## config.mk

```make
export PLATFORM = sky130hd
export DESIGN_NAME = health_tracked_round_robin_picker_flat
export DESIGN_NICKNAME = d
export VERILOG_FILES = /design/src/hdl/hrrp_pkg.sv /design/src/hdl/hrrp_in_if.sv /design/src/hdl/hrrp_out_if.sv /design/src/hdl/hrrp_cfg_if.sv /design/src/hdl/hrrp_stamp_mem.sv /design/src/hdl/hrrp_due_cmp.sv /design/src/hdl/health_tracked_round_robin_picker.sv /design/src/flat_wrapper.sv
export SDC_FILE = /design/constraint.sdc
export NUM_CORES = 2
export LEC_CHECK = 0
export BUFFER_PORTS_ARGS = -buffer_cell sky130_fd_sc_hd__buf_2
export CAP_MARGIN = 10
export CORE_MARGIN = 4
export CORE_UTILIZATION = 60
export DETAILED_ROUTE_END_ITERATION = 8
export PLACE_DENSITY_LB_ADDON = 0.3
export SETUP_SLACK_MARGIN = 0.05
export SYNTH_ARGS = -nofsm -noshare
export SYNTH_HDL_FRONTEND = slang
export SYNTH_SLANG_ARGS = --single-unit
```

## constraint.sdc

```tcl
create_clock -name clk -period 6.3 [get_ports clk]
set_input_delay 0.63 -clock clk [delete_from_list [all_inputs] [get_ports clk]]
set_output_delay 0.63 -clock clk [all_outputs]
set_load 0.01 [all_outputs]
```

## src/hdl/hrrp_pkg.sv

```systemverilog
// Shared constants, codes and types of the health-tracked round-robin picker.
package hrrp_pkg;

  localparam int NODES  = 16;
  localparam int SLOT_W = 4;
  localparam int CNT_W  = 5;
  localparam int TIME_W = 48;
  localparam int IV_W   = 16;
  localparam int CFG_W  = 2;
  localparam int STAMP_ADDR_W = SLOT_W + 1;

  localparam logic [IV_W-1:0] ALIVE_IV_RST = 16'd5000;
  localparam logic [IV_W-1:0] DEAD_IV_RST  = 16'd15000;

  // Which stamp bank an entry belongs to.
  localparam logic STAMP_OK   = 1'b0;
  localparam logic STAMP_FAIL = 1'b1;

  typedef enum logic [1:0] {
    REQ_POLL  = 2'd0,
    REQ_CHECK = 2'd1,
    REQ_PICK  = 2'd2
  } req_t;

  typedef enum logic [CFG_W-1:0] {
    CFG_PRESENT  = 2'd0,
    CFG_ALIVE_IV = 2'd1,
    CFG_DEAD_IV  = 2'd2
  } cfg_idx_t;

  typedef enum logic [1:0] {
    ST_IDLE,
    ST_SWEEP,
    ST_FIN
  } state_t;

  // Write and read requests toward the stamp memory.
  typedef struct packed {
    logic                    wr_en;
    logic [STAMP_ADDR_W-1:0] wr_addr;
    logic [TIME_W-1:0]       wr_data;
    logic                    rd_en;
    logic [STAMP_ADDR_W-1:0] rd_addr;
  } stamp_req_t;

endpackage

```

## src/hdl/hrrp_in_if.sv

```systemverilog
// Input channel of the picker: one request item.
interface hrrp_in_if;
  logic                         valid;
  logic                         ready;
  logic [1:0]                   req_type;
  logic [hrrp_pkg::SLOT_W-1:0]  node_index;
  logic                         check_ok;
  logic [hrrp_pkg::TIME_W-1:0]  now_ms;

  modport source (output valid, req_type, node_index, check_ok, now_ms, input ready);
  modport sink   (input valid, req_type, node_index, check_ok, now_ms, output ready);
endinterface

```

## src/hdl/hrrp_out_if.sv

```systemverilog
// Result channel of the picker: one result item per request.
interface hrrp_out_if;
  logic                         valid;
  logic                         ready;
  logic [hrrp_pkg::NODES-1:0]   due_mask;
  logic [hrrp_pkg::CNT_W-1:0]   alive_count;
  logic                         state_changed;
  logic                         pick_valid;
  logic [hrrp_pkg::SLOT_W-1:0]  picked_node;
  logic                         request_error;

  modport source (output valid, due_mask, alive_count, state_changed, pick_valid,
                  picked_node, request_error, input ready);
  modport sink   (input valid, due_mask, alive_count, state_changed, pick_valid,
                  picked_node, request_error, output ready);
endinterface

```

## src/hdl/hrrp_cfg_if.sv

```systemverilog
// Configuration write channel of the picker.
interface hrrp_cfg_if;
  logic                        valid;
  logic                        ready;
  logic [hrrp_pkg::CFG_W-1:0]  index;
  logic [hrrp_pkg::IV_W-1:0]   data;

  modport source (output valid, index, data, input ready);
  modport sink   (input valid, index, data, output ready);
endinterface

```

## src/hdl/hrrp_stamp_mem.sv

```systemverilog
// Time stamp memory: last success and last failure time of every slot.
module hrrp_stamp_mem (
  input  logic                                clk,
  input  logic                                rst_n,
  input  hrrp_pkg::stamp_req_t                req,
  output logic [hrrp_pkg::TIME_W-1:0]         rd_data_r
);

  localparam int DEPTH = 2 * hrrp_pkg::NODES;

  logic [hrrp_pkg::TIME_W-1:0] mem [DEPTH];
  // An entry never written reads as zero, which means never.
  logic [DEPTH-1:0]            vld_r;

  always_ff @(posedge clk) begin
    if (req.wr_en) begin
      mem[req.wr_addr] <= req.wr_data;
    end
  end

  always_ff @(posedge clk) begin
    if (!rst_n) begin
      vld_r <= '0;
    end else if (req.wr_en) begin
      vld_r[req.wr_addr] <= 1'b1;
    end
  end

  always_ff @(posedge clk) begin
    if (req.rd_en) begin
      rd_data_r <= vld_r[req.rd_addr] ? mem[req.rd_addr] : '0;
    end
  end

endmodule

```

## src/hdl/hrrp_due_cmp.sv

```systemverilog
// Shared recheck comparator: stamp is never, or stamp plus interval lies before now.
module hrrp_due_cmp (
  input  logic [hrrp_pkg::TIME_W-1:0] stamp,
  input  logic [hrrp_pkg::IV_W-1:0]   interval,
  input  logic [hrrp_pkg::TIME_W-1:0] now,
  output logic                        due
);

  logic [hrrp_pkg::TIME_W:0] limit;

  // One bit wider so the sum never wraps.
  assign limit = {1'b0, stamp} + {{(hrrp_pkg::TIME_W + 1 - hrrp_pkg::IV_W){1'b0}}, interval};
  assign due   = (stamp == '0) || (limit < {1'b0, now});

endmodule

```

## src/hdl/health_tracked_round_robin_picker.sv

```systemverilog
// Top level of the health-tracked round-robin picker: sequencer, slot sweep and result register.
//
//   Channel  Direction  Payload                                       Handshake
//   in_ch    in         req_type, node_index, check_ok, now_ms        valid / ready
//   out_ch   out        due_mask, alive_count, state_changed,         valid / ready
//                       pick_valid, picked_node, request_error
//   cfg_ch   in         index, data                                   valid / ready (always ready)
//
// Each item is accepted in the idle state; a sweep reads every slot's stamp in turn, a last step
// retires the last slot through the shared comparator, and the final state loads the result
// register before a new item is taken; the single stamp read port and one comparator set this
// order. Reset, synchronous and active low, clears the alive marks, pick pointer, stamp valid
// bits and present mask and restores the default intervals. A stalled result holds in the result
// register while the next item is accepted; a second waits in the final state until it drains.
module health_tracked_round_robin_picker (
  input  logic      clk,
  input  logic      rst_n,
  hrrp_in_if.sink   in_ch,
  hrrp_out_if.source out_ch,
  hrrp_cfg_if.sink  cfg_ch
);

  localparam int NODES  = hrrp_pkg::NODES;
  localparam int SLOT_W = hrrp_pkg::SLOT_W;
  localparam int CNT_W  = hrrp_pkg::CNT_W;
  localparam int TIME_W = hrrp_pkg::TIME_W;
  localparam int IV_W   = hrrp_pkg::IV_W;

  // Configuration registers.
  logic [NODES-1:0] present_r;
  logic [IV_W-1:0]  alive_iv_r;
  logic [IV_W-1:0]  dead_iv_r;

  // Health and pick state.
  logic [NODES-1:0]  alive_r;
  logic              last_vld_r;
  logic [SLOT_W-1:0] last_slot_r;

  // Per-item context.
  logic [1:0]        req_r;
  logic [TIME_W-1:0] now_r;
  logic [SLOT_W-1:0] start_r;
  logic              changed_r;
  logic              err_r;

  // Sequencer.
  hrrp_pkg::state_t state_r, state_nxt;
  logic [CNT_W-1:0]  cnt_r;

  // Sweep stage that waits on the registered stamp read.
  logic              s1_vld_r;
  logic [SLOT_W-1:0] s1_slot_r;
  logic              s1_alive_r;
  logic              s1_present_r;

  // Accumulated results.
  logic [NODES-1:0]  due_acc_r;
  logic [CNT_W-1:0]  cnt_acc_r;
  logic              pick_found_r;
  logic [SLOT_W-1:0] pick_slot_r;

  // Result register.
  logic              out_vld_r;
  logic [NODES-1:0]  out_due_r;
  logic [CNT_W-1:0]  out_cnt_r;
  logic              out_changed_r;
  logic              out_pvld_r;
  logic [SLOT_W-1:0] out_pnode_r;
  logic              out_err_r;

  logic                 in_acc;
  logic                 in_ready;
  logic                 is_check;
  logic                 chk_present;
  logic                 issue;
  logic                 sweep_done;
  logic                 out_free;
  logic                 out_load;
  logic [SLOT_W-1:0]    slot_cur;
  logic [TIME_W-1:0]    stamp;
  logic                 due;
  hrrp_pkg::stamp_req_t mem_req;

  assign in_acc      = in_ch.valid && in_ready;
  assign is_check    = (in_ch.req_type == hrrp_pkg::REQ_CHECK);
  assign chk_present = present_r[in_ch.node_index];
  assign slot_cur    = start_r + cnt_r[SLOT_W-1:0];
  assign issue       = (state_r == hrrp_pkg::ST_SWEEP) && (cnt_r < CNT_W'(NODES));
  assign sweep_done  = (state_r == hrrp_pkg::ST_SWEEP) && (cnt_r == CNT_W'(NODES));
  assign out_free    = !out_vld_r || out_ch.ready;

  // Configuration writes: the port is always ready, and indexes past the list are dropped.
  assign cfg_ch.ready = 1'b1;

  always_ff @(posedge clk) begin
    if (!rst_n) begin
      present_r  <= '0;
      alive_iv_r <= hrrp_pkg::ALIVE_IV_RST;
      dead_iv_r  <= hrrp_pkg::DEAD_IV_RST;
    end else if (cfg_ch.valid) begin
      case (cfg_ch.index)
        hrrp_pkg::CFG_PRESENT:  present_r  <= cfg_ch.data;
        hrrp_pkg::CFG_ALIVE_IV: alive_iv_r <= cfg_ch.data;
        hrrp_pkg::CFG_DEAD_IV:  dead_iv_r  <= cfg_ch.data;
        default: ;
      endcase
    end
  end

  // A check result on a present slot updates its alive mark and stamp at acceptance, so the
  // sweep that follows already sees the new state when it counts live slots.
  always_ff @(posedge clk) begin
    if (!rst_n) begin
      alive_r <= '0;
    end else if (in_acc && is_check && chk_present) begin
      alive_r[in_ch.node_index] <= in_ch.check_ok;
    end
  end

  always_comb begin
    mem_req.wr_en   = in_acc && is_check && chk_present;
    mem_req.wr_addr = {in_ch.check_ok ? hrrp_pkg::STAMP_OK : hrrp_pkg::STAMP_FAIL,
                       in_ch.node_index};
    mem_req.wr_data = in_ch.now_ms;
    mem_req.rd_en   = issue;
    // A live slot is judged by its last success, a dead one by its last failure.
    mem_req.rd_addr = {alive_r[slot_cur] ? hrrp_pkg::STAMP_OK : hrrp_pkg::STAMP_FAIL, slot_cur};
  end

  hrrp_stamp_mem u_stamp_mem (
    .clk       (clk),
    .rst_n     (rst_n),
    .req       (mem_req),
    .rd_data_r (stamp)
  );

  hrrp_due_cmp u_due_cmp (
    .stamp    (stamp),
    .interval (s1_alive_r ? alive_iv_r : dead_iv_r),
    .now      (now_r),
    .due      (due)
  );

  // Item context captured at acceptance. A pick after an earlier pick that found a slot starts one
  // past the previous slot; otherwise the sweep starts at slot 0. The 16-slot ring covers every slot
  // once either way, and the previous slot comes last.
  always_ff @(posedge clk) begin
    if (in_acc) begin
      req_r     <= in_ch.req_type;
      now_r     <= in_ch.now_ms;
      start_r   <= (in_ch.req_type == hrrp_pkg::REQ_PICK && last_vld_r) ?
                   last_slot_r + SLOT_W'(1) : '0;
      changed_r <= is_check && chk_present && (alive_r[in_ch.node_index] != in_ch.check_ok);
      err_r     <= is_check && !chk_present;
    end
  end

  // Sequencer: next state.
  always_comb begin
    state_nxt = state_r;
    case (state_r)
      hrrp_pkg::ST_IDLE:  if (in_acc) state_nxt = hrrp_pkg::ST_SWEEP;
      hrrp_pkg::ST_SWEEP: if (sweep_done) state_nxt = hrrp_pkg::ST_FIN;
      hrrp_pkg::ST_FIN:   if (out_free) state_nxt = hrrp_pkg::ST_IDLE;
      default:            state_nxt = hrrp_pkg::ST_IDLE;
    endcase
  end

  // Sequencer: outputs.
  always_comb begin
    in_ready = 1'b0;
    out_load = 1'b0;
    case (state_r)
      hrrp_pkg::ST_IDLE: in_ready = 1'b1;
      hrrp_pkg::ST_FIN:  out_load = out_free;
      default: ;
    endcase
  end

  assign in_ch.ready = in_ready;

  always_ff @(posedge clk) begin
    if (!rst_n) begin
      state_r  <= hrrp_pkg::ST_IDLE;
      cnt_r    <= '0;
      s1_vld_r <= 1'b0;
    end else begin
      state_r  <= state_nxt;
      s1_vld_r <= issue;
      if (in_acc) begin
        cnt_r <= '0;
      end else if (state_r == hrrp_pkg::ST_SWEEP) begin
        cnt_r <= cnt_r + CNT_W'(1);
      end
    end
  end

  always_ff @(posedge clk) begin
    if (issue) begin
      s1_slot_r    <= slot_cur;
      s1_alive_r   <= alive_r[slot_cur];
      s1_present_r <= present_r[slot_cur];
    end
  end

  // Each slot retires in the cycle after its stamp read: a present slot is counted if alive,
  // marked due on a poll if due, and taken on a pick if it is the first live slot.
  always_ff @(posedge clk) begin
    if (in_acc) begin
      due_acc_r    <= '0;
      cnt_acc_r    <= '0;
      pick_found_r <= 1'b0;
      pick_slot_r  <= '0;
    end else if (s1_vld_r && s1_present_r) begin
      if (s1_alive_r) begin
        cnt_acc_r <= cnt_acc_r + CNT_W'(1);
      end
      if (req_r == hrrp_pkg::REQ_POLL && due) begin
        due_acc_r[s1_slot_r] <= 1'b1;
      end
      if (req_r == hrrp_pkg::REQ_PICK && s1_alive_r && !pick_found_r) begin
        pick_found_r <= 1'b1;
        pick_slot_r  <= s1_slot_r;
      end
    end
  end

  // The pick pointer moves only when a live slot was found.
  always_ff @(posedge clk) begin
    if (!rst_n) begin
      last_vld_r  <= 1'b0;
      last_slot_r <= '0;
    end else if (out_load && pick_found_r) begin
      last_vld_r  <= 1'b1;
      last_slot_r <= pick_slot_r;
    end
  end

  always_ff @(posedge clk) begin
    if (!rst_n) begin
      out_vld_r <= 1'b0;
    end else if (out_load) begin
      out_vld_r <= 1'b1;
    end else if (out_ch.ready) begin
      out_vld_r <= 1'b0;
    end
  end

  always_ff @(posedge clk) begin
    if (out_load) begin
      out_due_r     <= due_acc_r;
      out_cnt_r     <= cnt_acc_r;
      out_changed_r <= changed_r;
      out_pvld_r    <= pick_found_r;
      out_pnode_r   <= pick_slot_r;
      out_err_r     <= err_r;
    end
  end

  assign out_ch.valid         = out_vld_r;
  assign out_ch.due_mask      = out_due_r;
  assign out_ch.alive_count   = out_cnt_r;
  assign out_ch.state_changed = out_changed_r;
  assign out_ch.pick_valid    = out_pvld_r;
  assign out_ch.picked_node   = out_pnode_r;
  assign out_ch.request_error = out_err_r;

`ifndef ASSERT_OFF
  // The sweep count must match the live slots when the result is loaded.
  a_count_matches: assert property (@(posedge clk) disable iff (!rst_n)
    out_load |-> (cnt_acc_r == CNT_W'($countones(present_r & alive_r))))
    else $error("alive count differs from the live slots");

  // A picked slot must be present and alive.
  a_pick_live: assert property (@(posedge clk) disable iff (!rst_n)
    (out_load && pick_found_r) |-> (present_r[pick_slot_r] && alive_r[pick_slot_r]))
    else $error("picked slot is not live");

  // Only present slots may be reported due.
  a_due_present: assert property (@(posedge clk) disable iff (!rst_n)
    out_load |-> ((due_acc_r & ~present_r) == '0))
    else $error("due mask names an absent slot");
`endif

endmodule

```

## src/flat_wrapper.sv

```systemverilog
// flat-port wrapper written by rule: the top's interface ports become plain ports
module health_tracked_round_robin_picker_flat 
  (clk, rst_n, in_ch_valid, in_ch_req_type, in_ch_node_index, in_ch_check_ok, in_ch_now_ms, in_ch_ready, out_ch_valid, out_ch_due_mask, out_ch_alive_count, out_ch_state_changed, out_ch_pick_valid, out_ch_picked_node, out_ch_request_error, out_ch_ready, cfg_ch_valid, cfg_ch_index, cfg_ch_data, cfg_ch_ready);
  hrrp_in_if in_ch_i ();
  hrrp_out_if out_ch_i ();
  hrrp_cfg_if cfg_ch_i ();
  input  logic clk;
  input  logic rst_n;
  input wire logic [$bits(in_ch_i.valid)-1:0] in_ch_valid;
  input wire logic [$bits(in_ch_i.req_type)-1:0] in_ch_req_type;
  input wire logic [$bits(in_ch_i.node_index)-1:0] in_ch_node_index;
  input wire logic [$bits(in_ch_i.check_ok)-1:0] in_ch_check_ok;
  input wire logic [$bits(in_ch_i.now_ms)-1:0] in_ch_now_ms;
  output wire logic [$bits(in_ch_i.ready)-1:0] in_ch_ready;
  output wire logic [$bits(out_ch_i.valid)-1:0] out_ch_valid;
  output wire logic [$bits(out_ch_i.due_mask)-1:0] out_ch_due_mask;
  output wire logic [$bits(out_ch_i.alive_count)-1:0] out_ch_alive_count;
  output wire logic [$bits(out_ch_i.state_changed)-1:0] out_ch_state_changed;
  output wire logic [$bits(out_ch_i.pick_valid)-1:0] out_ch_pick_valid;
  output wire logic [$bits(out_ch_i.picked_node)-1:0] out_ch_picked_node;
  output wire logic [$bits(out_ch_i.request_error)-1:0] out_ch_request_error;
  input wire logic [$bits(out_ch_i.ready)-1:0] out_ch_ready;
  input wire logic [$bits(cfg_ch_i.valid)-1:0] cfg_ch_valid;
  input wire logic [$bits(cfg_ch_i.index)-1:0] cfg_ch_index;
  input wire logic [$bits(cfg_ch_i.data)-1:0] cfg_ch_data;
  output wire logic [$bits(cfg_ch_i.ready)-1:0] cfg_ch_ready;
  assign in_ch_i.valid = in_ch_valid;
  assign in_ch_i.req_type = in_ch_req_type;
  assign in_ch_i.node_index = in_ch_node_index;
  assign in_ch_i.check_ok = in_ch_check_ok;
  assign in_ch_i.now_ms = in_ch_now_ms;
  assign in_ch_ready = in_ch_i.ready;
  assign out_ch_valid = out_ch_i.valid;
  assign out_ch_due_mask = out_ch_i.due_mask;
  assign out_ch_alive_count = out_ch_i.alive_count;
  assign out_ch_state_changed = out_ch_i.state_changed;
  assign out_ch_pick_valid = out_ch_i.pick_valid;
  assign out_ch_picked_node = out_ch_i.picked_node;
  assign out_ch_request_error = out_ch_i.request_error;
  assign out_ch_i.ready = out_ch_ready;
  assign cfg_ch_i.valid = cfg_ch_valid;
  assign cfg_ch_i.index = cfg_ch_index;
  assign cfg_ch_i.data = cfg_ch_data;
  assign cfg_ch_ready = cfg_ch_i.ready;
  health_tracked_round_robin_picker u_core (.clk(clk), .rst_n(rst_n), .in_ch(in_ch_i), .out_ch(out_ch_i), .cfg_ch(cfg_ch_i));
endmodule
```

==> impl_summary.md <==
Outcome
The flow ran to the end, and the final reports show no timing, DRC or antenna violations.

Die
The initial core utilization is 60.80%. The die is ~350 um tall. The die is 354.8 um wide.

The placement row count is 126. The number of ports placed on the die boundary is around 110. The area of the core is approximately 0.12 mm^2. The area of the die is about 0.13 mm^2.

GRT
In the global route stage, overall resource usage came out at ~27%. Entering global routing, the biggest net connects 129 pins. The first global-routing pass estimated 249.5 mm of wire. The residual overflow from global routing is 0. The via count of the first global-routing pass is 36710. The number of antenna violations at the first check in global routing came to 5.

Logic synthesis
Sorting the synthesized cells by area gives the leading types as sky130_fd_sc_hd__edfxtp_1 (70%), sky130_fd_sc_hd__mux4_2 (13%), sky130_fd_sc_hd__dfxtp_1 (3.8%), sky130_fd_sc_hd__mux2i_1 (1.8%), sky130_fd_sc_hd__ha_1 (1.2%). After synthesis the cells add up to just over 0.07 mm^2. After synthesis, the mean cell area works out to around 19 um^2. The part of the Yosys area used for sequential elements is 73.42%. The net count after synthesis is 3923. After synthesis the netlist holds a flip-flop and latch count of about 1800.

The largest area contributor in the netlist is sky130_fd_sc_hd__edfxtp_1. The count of flip-flops with a built-in enable after synthesis is 1674. For this run, asynchronously set or reset flops after synthesis account for 0%. The Yosys step of the flow raised 0 warnings. The post-synthesis cell count is between 3000 and 4000. The count of different cell masters after synthesis is 63. The top cell type's share of synthesized area is 69.65%.

Among all flip-flop cells after synthesis, the most frequent one is sky130_fd_sc_hd__edfxtp_1.

Pwr
For this design the static power due to leakage is roughly 26 nW. Power spread over the standard cell area amounts to about 310 mW/mm^2. The largest voltage drop on the vdd net is 268.8 uV.

Clock tree
In this run the clock root is driven by a sky130_fd_sc_hd__clkbuf_16. For the worst-skew pair, the clock arrives at the later sink with an insertion delay of 800 ps. The number of buffers inserted by post-CTS setup repair is 0.

The total of hold buffers inserted after clock tree synthesis is 0. The clock sink count is approximately 1800. The total clock buffers created by CTS is around 170. The count of H-tree levels built during CTS is 4. In this run, post-CTS repair resized a total of 0 instances. The post-CTS clock slew at the launch and capture registers of the worst setup and hold paths is ~60 ps. The TritonCTS clock tree is done. The clock passes through at most 3 buffers.

Hold path
The tightest min-delay check is of the in2reg type.

Layout
The most common cell after layout, fill and taps aside is sky130_fd_sc_hd__edfxtp_1. The area growth from synthesis to layout is 11.30%. The final-stage net count is around 4100. The filler cells instantiated in the layout total roughly 7400. The fraction of final layout cells sized beyond drive strength 1 is a little under a quarter. The top cell types in the final layout, fill and taps aside, are sky130_fd_sc_hd__edfxtp_1 (1674), sky130_fd_sc_hd__mux4_2 (407), sky130_fd_sc_hd__nand2_1 (198).

Timing
The final-layout setup total negative slack is 0 ps. The setup violation total in the final timing report is 0. The number of max-slew violations in the final report is 0. On the final layout, the worst clock skew is about 24 ps.

Final hold analysis gives a worst-case slack of slightly below 100 ps. Setup repair after global routing left no endpoint under its margin. The upper clock frequency limit is 0.1829 GHz. The worst-margin pin slew is between 1000 and 1500 ps. The count of endpoints failing hold in the final timing report is 0. The shortest period the worst path allows is between 5000 and 6000 ps.

In this run the tightest slew margin relative to its limit is between 10% and 20%. Dividing the final minimum period by the clock period gives just under 90%.

Worst setup path
The startpoint kind of the worst setup timing path is a register. The cell family contributing the most delay on the critical path is compound AO/OA/AOI/OAI gates. The number of buffers and inverters on the critical path is 3. The classification of the worst setup path is reg2reg. The required time of the worst setup path is around 6900 ps. The library cell contributing the largest single delay on the critical path is sky130_fd_sc_hd__a21oi_2. The worst setup path is captured at a register. At the worst endpoint, the arrival time is between 6000 and 7000 ps. Of all nets on the critical path, the largest fanout is 17.

The critical path goes through buf_4, mux2_2, ha_1, inv_1, fa_1, nand2b_1, a211oi_1, o211ai_1, a21oi_1, buf_4, and2_0, nand3_1, xnor2_1, ha_1, nand3_1, nor4_1, nand2_1, nor3_1, a311oi_1, a21oi_2, o21ai_0. The largest incremental delay on the critical path is around 630 ps.

Routing
The remaining antenna violation count after routing is 0. The detailed router placed 37410 vias in this run. The total wire length is 168.4 mm. The average routed wire per standard cell is 29.62 um. The post-detailed-route via-to-cell ratio is ~6.6. The number of detailed-route iterations in the first pass is 5. The DRC violations left is 0.

The first routing iteration left 5422 violations.

Placed design
After legalization and detailed placement, the total HPWL measured 88.25 mm. The global placer's final weighted congestion is 0.9095. The number of port buffers is ~110.

Flow run
The max-capacitance violation count is 0.
cell usage after synthesis (3+ instances only):
master	number
sky130_fd_sc_hd__a211o_1	48
sky130_fd_sc_hd__a211oi_1	106
sky130_fd_sc_hd__a21boi_0	38
sky130_fd_sc_hd__a21o_1	10
sky130_fd_sc_hd__a21oi_1	136
sky130_fd_sc_hd__a311oi_1	3
sky130_fd_sc_hd__a31oi_1	3
sky130_fd_sc_hd__and2_1	6
sky130_fd_sc_hd__and3_1	19
sky130_fd_sc_hd__and4_1	3
sky130_fd_sc_hd__buf_1	13
sky130_fd_sc_hd__buf_2	66
sky130_fd_sc_hd__buf_4	19
sky130_fd_sc_hd__buf_6	5
sky130_fd_sc_hd__clkbuf_1	104
sky130_fd_sc_hd__dfxtp_1	136
sky130_fd_sc_hd__edfxtp_1	1674
sky130_fd_sc_hd__ha_1	70
sky130_fd_sc_hd__inv_1	64
sky130_fd_sc_hd__mux2_2	15
sky130_fd_sc_hd__mux2i_1	129
sky130_fd_sc_hd__mux4_1	3
sky130_fd_sc_hd__mux4_2	407
sky130_fd_sc_hd__nand2_1	198
sky130_fd_sc_hd__nand2b_1	8
sky130_fd_sc_hd__nand3_1	58
sky130_fd_sc_hd__nand3b_1	4
sky130_fd_sc_hd__nand4_1	27
sky130_fd_sc_hd__nor2_1	56
sky130_fd_sc_hd__nor2_2	16
sky130_fd_sc_hd__nor2b_1	130
sky130_fd_sc_hd__nor3_1	6
sky130_fd_sc_hd__nor3b_1	3
sky130_fd_sc_hd__nor4_1	30
sky130_fd_sc_hd__o21a_1	39
sky130_fd_sc_hd__o21ai_0	26
sky130_fd_sc_hd__o21bai_1	3
sky130_fd_sc_hd__or2_2	4
sky130_fd_sc_hd__xnor2_1	38
sky130_fd_sc_hd__xor2_1	18
metal layers:
metal / track usage, % / routed length (um) / up-vias
li1: - / - / 15600
met5: 0 / 0 / -
met3: 4.751 / 16310 / 286
met1: 40.20 / 66710 / 19370
met2: 42.06 / 80880 / 2158
met4: 8.078 / 4525 / 0
state kept, by name, indices dropped and copies added (netlist names), 2 cells and up:
signal	cells
u_core.u_stamp_mem.rd_data_r	48
u_core.dead_iv_r	16
u_core.state_r	2
u_core.present_r	16
u_core.out_ch.due_mask	16
u_core.now_r	48
u_core.out_ch.alive_count	5
u_core.cnt_acc_r	5
u_core.pick_slot_r	4
u_core.due_acc_r	16
u_core.last_slot_r	4
u_core.req_r	2
u_core.u_stamp_mem.vld_r	32
u_core.s1_slot_r	4
u_core.alive_r	16
u_core.u_stamp_mem.mem	1536
u_core.alive_iv_r	16
u_core.out_ch.picked_node	4
u_core.start_r	4
u_core.cnt_r	5
cells by family (layout without fill, tap and decap cells):
family                   count (synthesis)  in the layout  synth area share, %
flip-flops                            1810           1810                73.42
AND/OR/NAND/NOR                        580            580                4.095
multiplexers                           554            554                14.83
AO/OA/AOI/OAI                          426            426                3.965
buffers and inverters                  274            583                1.735
adder cells (fa/ha/maj)                 72             72                1.269
XOR/XNOR                                56             56               0.6796
other                                    1              5             0.005196
area by class of cell:
type	count	area [um^2]	share of cell area (%)
clock buffers	220	4663	5.805
clock inverters	99	847.1	1.054
well taps	1600	2002	2.492
inverters	65	245.2	0.3053
diodes	4	10.01	0.01246
repair buffers	199	1361	1.695
flip-flops and latches	1810	52990	65.96
multi-input cells	1689	18210	22.67
worst register-to-register path, cell delays in order, from the launching register on:
cell and delay [ps]:
sky130_fd_sc_hd__edfxtp_1 370, sky130_fd_sc_hd__buf_4 230, sky130_fd_sc_hd__mux2_2 250, sky130_fd_sc_hd__ha_1 180
sky130_fd_sc_hd__inv_1 60, sky130_fd_sc_hd__fa_1 390, sky130_fd_sc_hd__nand2b_1 180, sky130_fd_sc_hd__a211oi_1 330
sky130_fd_sc_hd__o211ai_1 190, sky130_fd_sc_hd__a21oi_1 170, sky130_fd_sc_hd__buf_4 180, sky130_fd_sc_hd__and2_0 330
sky130_fd_sc_hd__nand3_1 140, sky130_fd_sc_hd__xnor2_1 160, sky130_fd_sc_hd__ha_1 300, sky130_fd_sc_hd__nand3_1 140
sky130_fd_sc_hd__nor4_1 440, sky130_fd_sc_hd__nand2_1 90, sky130_fd_sc_hd__nor3_1 220, sky130_fd_sc_hd__a311oi_1 140
sky130_fd_sc_hd__a21oi_2 630, sky130_fd_sc_hd__o21ai_0 220
final timing paths:
path                     start                     endpoint  slack, ps  cells past startpoint
min reg2reg   u_core.changed_r  u_core.out_ch.state_changed        430                      0
max          u_core.s1_alive_r          u_core.due_acc_r[2]        830                     21
max reg2reg  u_core.s1_alive_r          u_core.due_acc_r[2]        830                     21
min          in_ch_req_type[0]              u_core.req_r[0]        100                      1
through the flow:
| step | utilization [%] | instance area (um^2) | power (mW) | cells | worst slack [ps] |
|---|---|---|---|---|---|
| after floorplan | - | 72180 | 14.82 | 3773 | 1334 |
| after global placement | 63.02 | 74810 | 15.33 | 5362 | 913.1 |
| after detailed placement | 63.02 | 74810 | 15.36 | 5362 | 864.4 |
| after CTS | 67.66 | 80320 | 25.32 | 5681 | 827.9 |
| after global routing | 67.66 | 80330 | 26.03 | 5683 | 389.1 |
| final | 67.67 | 80330 | 25.20 | 5686 | 832.4 |
report_power, final:
part           switching (mW)  leakage [nW]  internal, mW  total, mW
logic                    1.06          7.07         0.817       1.88
clock network            4.40          2.72          5.67       10.1
registers              0.0533          16.2          13.2       13.2
(Power assumes the default switching activity.)
